File: config.mk
export PLATFORM = sky130hd
export DESIGN_NAME = ordered_token_filter
export DESIGN_NICKNAME = d
export VERILOG_FILES = /design/src/hw/rtl/otf_pkg.sv /design/src/hw/rtl/ordered_token_filter.sv
export SDC_FILE = /design/constraint.sdc
export NUM_CORES = 1
export LEC_CHECK = 0
export BUFFER_PORTS_ARGS = -buffer_cell sky130_fd_sc_hd__buf_2
export CAP_MARGIN = 25
export CORE_ASPECT_RATIO = 0.5
export CORE_MARGIN = 3
export CORE_UTILIZATION = 35
export DETAILED_ROUTE_END_ITERATION = 12
export HOLD_SLACK_MARGIN = 0.15
export PLACE_DENSITY = 0.54
export SLEW_MARGIN = 20
export SYNTH_ARGS = -nofsm -noshare
export SYNTH_HDL_FRONTEND = slang
export SYNTH_SLANG_ARGS = --single-unit
File: constraint.sdc
create_clock -name i_clk -period 21.1 [get_ports i_clk]
set_clock_uncertainty 0.2 [all_clocks]
set_input_delay 1.055 -clock i_clk [delete_from_list [all_inputs] [get_ports i_clk]]
set_output_delay 1.055 -clock i_clk [all_outputs]
set_load 0.1 [all_outputs]
File: src/hw/rtl/otf_pkg.sv
// Shared types, widths and register codes of the ordered token filter.
package otf_pkg;

    localparam int DEF_MAX_NEEDLES  = 4;
    localparam int DEF_NEEDLE_BYTES = 8;
    localparam int DEF_INDEX_BITS   = 16;

    localparam int REG_NEEDLES  = 4;
    localparam int CHAR_W       = 8;
    localparam int COUNT_W      = 3;
    localparam int LEN_FIELD_W  = 4;
    localparam int LENGTHS_W    = REG_NEEDLES * LEN_FIELD_W;
    localparam int NEEDLE_W     = 64;
    localparam int CFG_DATA_W   = 64;
    localparam int CFG_IDX_W    = 3;
    localparam int OUT_IDX_W    = 16;

    typedef enum logic [CFG_IDX_W-1:0] {
        REG_NEEDLE_COUNT   = 3'd0,
        REG_NEEDLE_LENGTHS = 3'd1,
        REG_NEEDLE_ZERO    = 3'd2,
        REG_NEEDLE_ONE     = 3'd3,
        REG_NEEDLE_TWO     = 3'd4,
        REG_NEEDLE_THREE   = 3'd5
    } t_cfg_reg;

    typedef struct packed {
        logic [OUT_IDX_W-1:0] string_index;
        logic                 is_visible;
        logic [OUT_IDX_W-1:0] visible_total;
    } t_result;

endpackage

File: src/hw/rtl/ordered_token_filter.sv
// Ordered multi-needle substring filter over a stream of string bytes.
//
//  channel | direction | handshake                  | payload
//  --------+-----------+----------------------------+-------------------------------------
//  in      | input     | i_in_valid / o_in_stall    | i_char_byte, i_has_char, i_is_last
//  out     | output    | o_out_valid / i_out_stall  | o_string_index, o_is_visible,
//          |           |                            | o_visible_total
//  cfg     | input     | i_cfg_we                   | i_cfg_index, i_cfg_data
//
// One input transaction per cycle while o_in_stall is low: the window compare and
// counter update of a byte finish in the cycle it is accepted, and the result of a
// closing item is registered in the output register, or in the one-entry skid stage
// when that register is held, so o_in_stall rises only when both are full.
// Synchronous active-low reset; there is no clearing pass.
module ordered_token_filter #(
    parameter int MAX_NEEDLES  = otf_pkg::DEF_MAX_NEEDLES,
    parameter int NEEDLE_BYTES = otf_pkg::DEF_NEEDLE_BYTES,
    parameter int INDEX_BITS   = otf_pkg::DEF_INDEX_BITS
) (
    input  logic                            i_clk,
    input  logic                            i_rst_n,
    input  logic                            i_in_valid,
    output logic                            o_in_stall,
    input  logic [otf_pkg::CHAR_W-1:0]      i_char_byte,
    input  logic                            i_has_char,
    input  logic                            i_is_last,
    output logic                            o_out_valid,
    input  logic                            i_out_stall,
    output logic [otf_pkg::OUT_IDX_W-1:0]   o_string_index,
    output logic                            o_is_visible,
    output logic [otf_pkg::OUT_IDX_W-1:0]   o_visible_total,
    input  logic                            i_cfg_we,
    input  logic [otf_pkg::CFG_IDX_W-1:0]   i_cfg_index,
    input  logic [otf_pkg::CFG_DATA_W-1:0]  i_cfg_data
);

    localparam int ACT_MAX = (MAX_NEEDLES < otf_pkg::REG_NEEDLES) ?
                             MAX_NEEDLES : otf_pkg::REG_NEEDLES;
    localparam int POS_W   = $clog2(ACT_MAX + 1);
    localparam int WIN_W   = otf_pkg::CHAR_W * NEEDLE_BYTES;
    localparam int BSM_W   = $clog2(NEEDLE_BYTES + 1);
    localparam int CNT_W   = (INDEX_BITS < otf_pkg::OUT_IDX_W) ? INDEX_BITS : otf_pkg::OUT_IDX_W;
    localparam int CW      = otf_pkg::CHAR_W;

    // configuration
    logic [otf_pkg::COUNT_W-1:0]   r_needle_count;
    logic [otf_pkg::LENGTHS_W-1:0] r_needle_lengths;
    logic [otf_pkg::NEEDLE_W-1:0]  r_needle_bytes [otf_pkg::REG_NEEDLES];

    // per-string state
    logic [WIN_W-1:0] r_win, n_win;
    logic [POS_W-1:0] r_pos, n_pos;
    logic [BSM_W-1:0] r_bsm, n_bsm;
    logic [CNT_W-1:0] r_str_cnt, n_str_cnt;
    logic [CNT_W-1:0] r_vis_cnt, n_vis_cnt;

    // result buffering
    logic             r_out_valid, n_out_valid;
    logic             r_skid_valid, n_skid_valid;
    otf_pkg::t_result r_out, r_skid, res;
    logic             out_load, skid_load, out_from_skid, out_take;

    logic                            in_accept;
    logic                            emit;
    logic [POS_W-1:0]                n_active;
    logic [otf_pkg::NEEDLE_W-1:0]    sel_pat;
    logic [otf_pkg::LEN_FIELD_W-1:0] sel_len_raw;
    logic [BSM_W-1:0]                len_c;
    logic [BSM_W-1:0]                bsm_inc;
    logic [WIN_W-1:0]                win_shift;
    logic                            len_match;
    logic                            cmp_ok;
    logic                            hit;
    logic [POS_W-1:0]                pos_step;
    logic                            vis;
    logic [CNT_W-1:0]                vis_cnt_step;

    assign in_accept = i_in_valid && !r_skid_valid;
    assign emit      = in_accept && i_is_last;
    assign out_take  = r_out_valid && !i_out_stall;

    always_ff @(posedge i_clk) begin
        if (!i_rst_n) begin
            r_needle_count   <= '0;
            r_needle_lengths <= '0;
            for (int k = 0; k < otf_pkg::REG_NEEDLES; k++) begin
                r_needle_bytes[k] <= '0;
            end
        end else if (i_cfg_we) begin
            case (otf_pkg::t_cfg_reg'(i_cfg_index))
                otf_pkg::REG_NEEDLE_COUNT: begin
                    r_needle_count <= i_cfg_data[otf_pkg::COUNT_W-1:0];
                end
                otf_pkg::REG_NEEDLE_LENGTHS: begin
                    r_needle_lengths <= i_cfg_data[otf_pkg::LENGTHS_W-1:0];
                end
                otf_pkg::REG_NEEDLE_ZERO:  r_needle_bytes[0] <= i_cfg_data;
                otf_pkg::REG_NEEDLE_ONE:   r_needle_bytes[1] <= i_cfg_data;
                otf_pkg::REG_NEEDLE_TWO:   r_needle_bytes[2] <= i_cfg_data;
                otf_pkg::REG_NEEDLE_THREE: r_needle_bytes[3] <= i_cfg_data;
                default: begin
                end
            endcase
        end
    end

    // clamp count, pick the current needle and its clamped length
    always_comb begin
        if (r_needle_count > otf_pkg::COUNT_W'(ACT_MAX)) begin
            n_active = POS_W'(ACT_MAX);
        end else begin
            n_active = POS_W'(r_needle_count);
        end

        sel_pat     = '0;
        sel_len_raw = '0;
        for (int k = 0; k < ACT_MAX; k++) begin
            if (int'(r_pos) == k) begin
                sel_pat     = r_needle_bytes[k];
                sel_len_raw = r_needle_lengths[k*otf_pkg::LEN_FIELD_W +: otf_pkg::LEN_FIELD_W];
            end
        end

        if (sel_len_raw == '0) begin
            len_c = BSM_W'(1);
        end else if (sel_len_raw > otf_pkg::LEN_FIELD_W'(NEEDLE_BYTES)) begin
            len_c = BSM_W'(NEEDLE_BYTES);
        end else begin
            len_c = BSM_W'(sel_len_raw);
        end
    end

    // shift the byte in and compare the window against the needle for each length
    always_comb begin
        win_shift = WIN_W'({r_win, i_char_byte});
        if (r_bsm < BSM_W'(NEEDLE_BYTES)) begin
            bsm_inc = r_bsm + BSM_W'(1);
        end else begin
            bsm_inc = r_bsm;
        end

        len_match = 1'b0;
        for (int l = 1; l <= NEEDLE_BYTES; l++) begin
            cmp_ok = 1'b1;
            for (int j = 0; j < l; j++) begin
                if (sel_pat[CW*j +: CW] != win_shift[CW*(l-1-j) +: CW]) begin
                    cmp_ok = 1'b0;
                end
            end
            if (len_c == BSM_W'(l)) begin
                len_match = cmp_ok;
            end
        end

        hit      = i_has_char && (r_pos < n_active) && (bsm_inc >= len_c) && len_match;
        pos_step = hit ? r_pos + POS_W'(1) : r_pos;
        vis      = pos_step >= n_active;

        if (vis && (r_vis_cnt != '1)) begin
            vis_cnt_step = r_vis_cnt + CNT_W'(1);
        end else begin
            vis_cnt_step = r_vis_cnt;
        end

        res.string_index  = otf_pkg::OUT_IDX_W'(r_str_cnt);
        res.is_visible    = vis;
        res.visible_total = otf_pkg::OUT_IDX_W'(vis_cnt_step);
    end

    // state update on an accepted transaction
    always_comb begin
        n_win     = r_win;
        n_pos     = r_pos;
        n_bsm     = r_bsm;
        n_str_cnt = r_str_cnt;
        n_vis_cnt = r_vis_cnt;
        if (in_accept) begin
            if (i_has_char) begin
                n_win = win_shift;
                n_pos = pos_step;
                n_bsm = hit ? '0 : bsm_inc;
            end
            if (i_is_last) begin
                n_win     = '0;
                n_pos     = '0;
                n_bsm     = '0;
                n_vis_cnt = vis_cnt_step;
                if (r_str_cnt != '1) begin
                    n_str_cnt = r_str_cnt + CNT_W'(1);
                end
            end
        end
    end

    // output register with one skid entry behind it
    always_comb begin
        n_out_valid   = r_out_valid;
        n_skid_valid  = r_skid_valid;
        out_load      = 1'b0;
        skid_load     = 1'b0;
        out_from_skid = 1'b0;
        if (r_skid_valid) begin
            if (out_take) begin
                out_from_skid = 1'b1;
                n_skid_valid  = 1'b0;
            end
        end else begin
            if (out_take) begin
                n_out_valid = 1'b0;
            end
            if (emit) begin
                if (!r_out_valid || out_take) begin
                    out_load    = 1'b1;
                    n_out_valid = 1'b1;
                end else begin
                    skid_load    = 1'b1;
                    n_skid_valid = 1'b1;
                end
            end
        end
    end

    always_ff @(posedge i_clk) begin
        if (!i_rst_n) begin
            r_win        <= '0;
            r_pos        <= '0;
            r_bsm        <= '0;
            r_str_cnt    <= '0;
            r_vis_cnt    <= '0;
            r_out_valid  <= 1'b0;
            r_skid_valid <= 1'b0;
        end else begin
            r_win        <= n_win;
            r_pos        <= n_pos;
            r_bsm        <= n_bsm;
            r_str_cnt    <= n_str_cnt;
            r_vis_cnt    <= n_vis_cnt;
            r_out_valid  <= n_out_valid;
            r_skid_valid <= n_skid_valid;
        end
    end

    always_ff @(posedge i_clk) begin
        if (out_load) begin
            r_out <= res;
        end else if (out_from_skid) begin
            r_out <= r_skid;
        end
        if (skid_load) begin
            r_skid <= res;
        end
    end

    assign o_in_stall      = r_skid_valid;
    assign o_out_valid     = r_out_valid;
    assign o_string_index  = r_out.string_index;
    assign o_is_visible    = r_out.is_visible;
    assign o_visible_total = r_out.visible_total;

endmodule

# [Word level (Yosys, flattened, before mapping)]
# Memory sizes are Yosys's and may differ from the RTL's.
# Index checks and enable logic that the tools add are counted.
[word_totals] register_bits=182 ram_bits=256 mem_count=1
[mem_list] memory="r_needle_bytes" depth=4 word_bits=64 read_ports=4 rd_clocked_by_memory_dff=0 write_ports=4 line_no="ordered_token_filter.sv:48" rtl="logic [otf_pkg::NEEDLE_W-1:0] r_needle_bytes [otf_pkg::REG_NEEDLES];"
[classes] n_addsub=4 order_cmp=6 eq_ne=54 mux=101 bitwise=4 n_reduce_logical=21
[op_table] cell="$mux W64" n=8
[op_table] cell="$ne A8 B8 Y1" n=36
[op_table] cell="$mux W56" n=2
[op_table] cell="$mux W1" n=74
[op_table] cell="$mux W33" n=2
[op_table] cell="$mux W4" n=10
[op_table] cell="$add A16 B1 Y16 const B" n=2
[op_table] cell="$ne A16 B16 Y1 const B" n=2
[op_table] cell="$eq A4 B3 Y1 const B" n=4
[op_table] cell="$mux W16" n=1
[op_table] cell="$eq A3 B3 Y1 const B" n=4
[op_table] cell="$mux W3" n=4
[op_table] cell="$eq A3 B2 Y1 const B" n=3
[op_table] cell="$eq A4 B2 Y1 const B" n=2
[op_table] cell="$reduce_and A2 Y1" n=4
[op_table] cell="$logic_and A1 B1 Y1" n=7
[op_table] cell="$logic_not A3 Y1" n=2
[op_table] cell="$add A4 B1 Y4 const B" n=1
[op_table] cell="$eq A4 B1 Y1 const B" n=1
[op_table] cell="$eq A4 B4 Y1 const B" n=1
[op_table] cell="$ge A4 B4 Y1" n=1
[op_table] cell="$gt A4 B4 Y1 const B" n=1
[op_table] cell="$logic_not A4 Y1" n=1
[op_table] cell="$lt A4 B4 Y1 const B" n=1
[op_table] cell="other kinds (10)" n=16

# [Depth between registers and ports, before layout]
[depth] depth_word=23 mapped_depth=33 ltp_nobuf=28

# [Least setup slack after synthesis]
# OpenSTA, ideal clock, no wires.
[synth_timing] kind="flip-flop to flip-flop" start="register r_pos[2]" end="register r_out (netlist bit o_visible_total[13]) (data pin)" arrival_ps=6433 t_required_ps=20640 slack_ps=14207 path_stages_with_launch=32 n_path_buf=4 period_less_slack_ps=6893 path_cell_list="dfxtp_1 -> buf_6 -> inv_1 -> clkbuf_1 -> ha_1 -> or2_1 -> buf_2 -> buf_6 -> a221oi_1 -> a21o_1 -> o32ai_1 -> ha_1 -> nand2b_1 -> a2111oi_0 -> a211o_1 -> or3_1 -> or4b_1 -> nor4_1 -> nand4_1 -> nand2_1 -> a21oi_2 -> mux2_4 -> ha_1 -> a21o_1 -> a21oi_1 -> nor4_1 -> and3_1 -> nand3_1 -> nor2_1 -> nand3_1 -> xnor2_1 -> mux2_2"
[synth_via] elab_chain_len=23 word_cells_on_any_way=115
[synth_rtl] item="start, declared" line_no="ordered_token_filter.sv:52" rtl="logic [POS_W-1:0] r_pos, n_pos;"
[synth_rtl] item="start signal, assigned" line_no="ordered_token_filter.sv:234" rtl="r_pos <= n_pos;"
[synth_rtl] item="$logic_not A3 Y1" line_no="ordered_token_filter.sv:118" rtl="if (int'(r_pos) == k) begin"
[synth_rtl] item="$mux W4 (4 in a row)" line_no="ordered_token_filter.sv:118"
[synth_rtl] item="$gt A4 B4 Y1" line_no="ordered_token_filter.sv:126" rtl="end else if (sel_len_raw > otf_pkg::LEN_FIELD_W'(NEEDLE_BYTES)) begin"
[synth_rtl] item="$mux W4" line_no="ordered_token_filter.sv:126"
[synth_rtl] item="$mux W4" line_no="ordered_token_filter.sv:124" rtl="if (sel_len_raw == '0) begin"
[synth_rtl] item="$eq A4 B1 Y1" line_no="ordered_token_filter.sv:150" rtl="if (len_c == BSM_W'(l)) begin"
[synth_rtl] item="$mux W1 (8 in a row)" line_no="ordered_token_filter.sv:150"
[synth_rtl] item="$logic_and A1 B1 Y1" line_no="ordered_token_filter.sv:155" rtl="hit = i_has_char && (r_pos < n_active) && (bsm_inc >= len_c) && len_match;"
[synth_rtl] item="$mux W3 (*)" line_no="ordered_token_filter.sv:156" rtl="pos_step = hit ? r_pos + POS_W'(1) : r_pos;"
[synth_rtl] item="$ge A3 B3 Y1 (*)" line_no="ordered_token_filter.sv:157" rtl="vis = pos_step >= n_active;"
[synth_rtl] item="$logic_and A1 B1 Y1 (*)" line_no="ordered_token_filter.sv:159" rtl="if (vis && (r_vis_cnt != '1)) begin"
[synth_rtl] item="$mux W16 (*)" line_no="ordered_token_filter.sv:159"
[synth_rtl] item="named net vis_cnt_step[13]" line_no="ordered_token_filter.sv:76" rtl="logic [CNT_W-1:0] vis_cnt_step;"
[synth_rtl] item="$mux W33 (*)" line_no="ordered_token_filter.sv:244" rtl="if (out_load) begin"
[synth_rtl] item="end signal, assigned" line_no="ordered_token_filter.sv:245" rtl="r_out <= res;"
[synth_rtl] item="end signal, assigned" line_no="ordered_token_filter.sv:247" rtl="r_out <= r_skid;"
[synth_rtl] item="end, declared" line_no="ordered_token_filter.sv:60" rtl="otf_pkg::t_result r_out, r_skid, res;"
# Mark *: on every way through the listed nets, which the timed path passes. The rest lies on a longest branch.
# A chain may end at the register's enable or synchronous reset.

# [Worst setup path in the final report]
[layout_timing] start="register r_pos[1]" end="register r_out (netlist bit o_visible_total[13]) (data pin)"
# The elaborated chain is that of the path after synthesis.

==> run_results.csv <==
group,metric,value,unit
placement,pre_cts_ws,12.19,ns
layout,layout_commonest_cell,"edfxtp_1",
floorplanning,io-pin-count,117,
synth,synthArstFlopShare,0,%
placement,numPortBuffers,116,
pwr,pwr_density_cell,66.84,nW/µm²
floorplanning,chipHeight,208.1,µm
floorplanning,coreArea,80190,µm²
timing,period_share,43.28,%
timing,fin_ws,11.97,ns
detailed_routing,routed_wirelength,169.3,mm
setup_path,r2r_slack,11.97,ns
pwr,finalPower,2.126,mW
placement,gp_congestion,1.100,
clock_network,clock-root-buffer,"clkbuf_16",
clock_network,ctsResizeCount,0,
detailed_routing,vias,27960,
global_route,grt_usage,38.35,%
setup_path,cp-end-kind,"flop",
synth,synth_edf_count,322,
global_route,antenna_found_initial,28,
layout,syn2layout_area_growth,11.25,%
worst_hold_path,worstHoldPathCells,2,
clock_network,clk_path_buf_depth,3,
setup_path,path_max_fanout,75,
synth,syn-instance-count,3040,
clock_network,cts_made_buffers,42,
floorplanning,initial_core_util,35.65,%
layout,layout.nets,3162,
synth,ys_ff_latch,438,
global_route,met1_usage,55.32,%
layout,layout.cells.most_common_list,"edfxtp_1 (322), and2_1 (296), nand2_1 (213)",
synth,syn_area,28590,µm²
detailed_routing,drtPass1Iterations,6,
status,status,"completed",
global_route,top_usage_layer,"met1",
detailed_routing,wl_per_cell,40.36,µm
job,drv_cap,0,
detailed_routing,via_per_inst,6.667,
setup_path,critPathCapture,"o_visible_total[13]$_DFFE_PP_",
global_route,grt_pass1_vias,25560,
synth,synth_nets,3139,
synth,yosysWarnings,0,
setup_path,cp-startpoint,"r_pos[1]$_SDFFE_PN0P_",
layout,nFillCells,8085,
global_route,overflow,0,
timing,worstMarginPinSlew,1.314,ns
synth,synth.distinct_cells,105,
pwr,peakVddDrop,0.05120,mV
floorplanning,die_x,410.2,µm
worst_hold_path,hold_path_class,"flop to flop",
global_route,grtUsageMet2,50.09,%
synth,synth_area_per_cell,9.405,µm²
timing,drv_slew,0,
global_route,grt_pass1_wl,226.7,mm
clock_network,post_cts_buffers,0,
timing,fmax,109.5,MHz
setup_path,critPathLaunchType,"flop",
clock_network,tritoncts,"yes",
layout,final_layout_size_suffix_gt1_share,13.05,%
setup_path,rr_worst_depth,27,
clock_network,postCtsHoldBufs,0,
timing,maxSlewHeadroom,11.29,%
clock_network,cts_sinks,438,
layout,final_core_util,39.66,%
detailed_routing,drtAntennaViolNets,0,
timing,setup_viol,0,
pwr,p_leak,10.94,nW
clock_network,h-tree-depth,2,
global_route,grt_start_max_net_pins,81,
setup_path,cp.arrival,9.29,ns
clock_network,cts.clk_slew.worst_paths,0.07,ns
detailed_routing,drc_errors,0,
setup_path,rr_endpoint,"o_visible_total[13]$_DFFE_PP_",
clock_network,clk-insertion-delay-late,0.64,ns
synth,synthTopCellsByArea,"edfxtp_1 (34%), dfxtp_1 (8.1%), and2_1 (6.5%)",
floorplanning,dieArea,85370,µm²
timing,tns,0,ns
setup_path,crit_required,21.26,ns
detailed_routing,first_iter_violations,4592,
synth,synth-seq-area-share,41.94,%
setup_path,worstSetupPathType,"flop to flop",
synth,synth_area_leader_cell,"edfxtp_1",
timing,fin_crit,9.132,ns
global_route,met3_usage,15.60,%
synth,synth_top_area_share,33.82,%
synth,ys.flop_type,"edfxtp_1",
timing,report.final.hold_viol_count,0,
timing,rsz0062_at_grt,"no",
floorplanning,rows,73,
placement,dpl.hpwl,125.3,mm
setup_path,reg2reg_from,"r_pos[1]$_SDFFE_PN0P_",
-- metal layers --
metal | part of all wire (%) | vias to the layer above
li1 | - | 11410
met1 | 45 | 14080
met2 | 37 | 2036
met3 | 13 | 425
met4 | 4.6 | 14
met5 | 0.057 | -
-- final cells by class --
| class | instances | area, µm² | area share (%) |
|---|---|---|---|
| well taps | 1087 | 1360 | 4.276 |
| repair buffers | 223 | 1385 | 4.355 |
| clock buffers | 60 | 1190 | 3.741 |
| inverters | 67 | 252.7 | 0.7946 |
| clock inverters | 17 | 215.2 | 0.6766 |
| multi-input cells | 2291 | 15370 | 48.34 |
| flip-flops and latches | 438 | 12000 | 37.74 |
| diodes | 11 | 27.53 | 0.08654 |
-- metrics by stage --
stage	std cells	hold slack, ns	cell area, µm²
finish	4194	0.2599	31810
global route	4185	0.2870	31790
CTS	4179	0.2600	31750
detailed placement	4102	0.2510	30340
global placement	4100	0.2458	30330
floorplan	3040	0.2312	28590
-- where the power goes --
group	switching, mW	internal (mW)
Combinational	0.232	0.0841
Clock	0.367	0.437
Sequential	0.0425	0.964
-- worst max-delay path, stage by stage, from the launching register on --
cell,delay (ns)
dfxtp_1,0.38
inv_1,0.20
ha_4,0.43
buf_4,0.71
o21ai_0,0.21
a32oi_1,0.70
o32ai_1,0.45
ha_1,0.40
nand2b_1,0.09
a2111oi_0,0.09
a211o_1,0.42
or3_1,0.38
or4b_1,0.49
nor4_1,0.25
nand4_1,0.31
nand2_1,0.17
a21oi_2,0.10
mux2_4,0.33
ha_1,0.27
a21o_1,0.11
a21oi_1,0.15
nor4_1,0.53
and3_1,0.29
nand3_1,0.16
nor2_1,0.36
nand3_1,0.15
xnor2_1,0.16
mux2_2,0.27
-- cells by family (layout without fill, tap and decap cells) --
| kind of cell | after synthesis | after routing | synth area share (%) |
|---|---|---|---|
| other | 0 | 11 | 0 |
| adders and majority gates | 17 | 17 | 0.7439 |
| AOI/OAI and AO/OA | 804 | 804 | 20.32 |
| buffers and inverters | 311 | 367 | 4.980 |
| xor gates and xnor gates | 202 | 202 | 6.188 |
| muxes | 62 | 62 | 2.389 |
| and+or+nand+nor | 1206 | 1206 | 23.44 |
| DFF | 438 | 438 | 41.94 |
-- registers in the layout, summed over array words and instances (netlist names), 3 cells and up --
| name | cells |
|---|---|
| r_win | 56 |
| o_string_index | 16 |
| r_str_cnt | 16 |
| r_vis_cnt | 16 |
| r_bsm | 4 |
| r_needle_lengths | 16 |
| r_needle_bytes | 256 |
| r_needle_count | 3 |
| r_skid | 33 |
| r_pos | 3 |
| o_visible_total | 16 |
-- synthesized netlist by cell type (23+ instances only) --
cell type  number
a2111oi_0      31
a211o_1        28
a211oi_1       38
a21oi_1       153
a22oi_1        71
a31oi_1        23
and2_1        296
and3_1         29
buf_2          50
clkbuf_1      139
dfxtp_1       116
edfxtp_1      322
inv_1          63
mux2_2         36
nand2_1       214
nand2b_1       27
nand3_1        61
nand3b_1       49
nand4_1        54
nor2_1        165
nor2b_1       106
nor3_1         58
nor4_1         48
o2111ai_1      26
o211ai_1       35
o21ai_0       124
or3_1          27
xnor2_1       131
xor2_1         71
-- how the worst min path moves through the flow --
stage | from | end | slack, ns
after floorplan | r_needle_lengths[8]$_SDFFE_PN0P_ | r_needle_lengths[8]$_SDFFE_PN0P_ | 0.23
after global placement | r_needle_lengths[11]$_SDFFE_PN0P_ | r_needle_lengths[11]$_SDFFE_PN0P_ | 0.25
after detailed placement | r_needle_lengths[9]$_SDFFE_PN0P_ | r_needle_lengths[9]$_SDFFE_PN0P_ | 0.25
after CTS | r_needle_lengths[9]$_SDFFE_PN0P_ | r_needle_lengths[9]$_SDFFE_PN0P_ | 0.26
after global routing | r_needle_lengths[9]$_SDFFE_PN0P_ | r_needle_lengths[9]$_SDFFE_PN0P_ | 0.29
final | r_needle_lengths[12]$_SDFFE_PN0P_ | r_needle_lengths[12]$_SDFFE_PN0P_ | 0.26
Power figures use the tool's default switching activity.
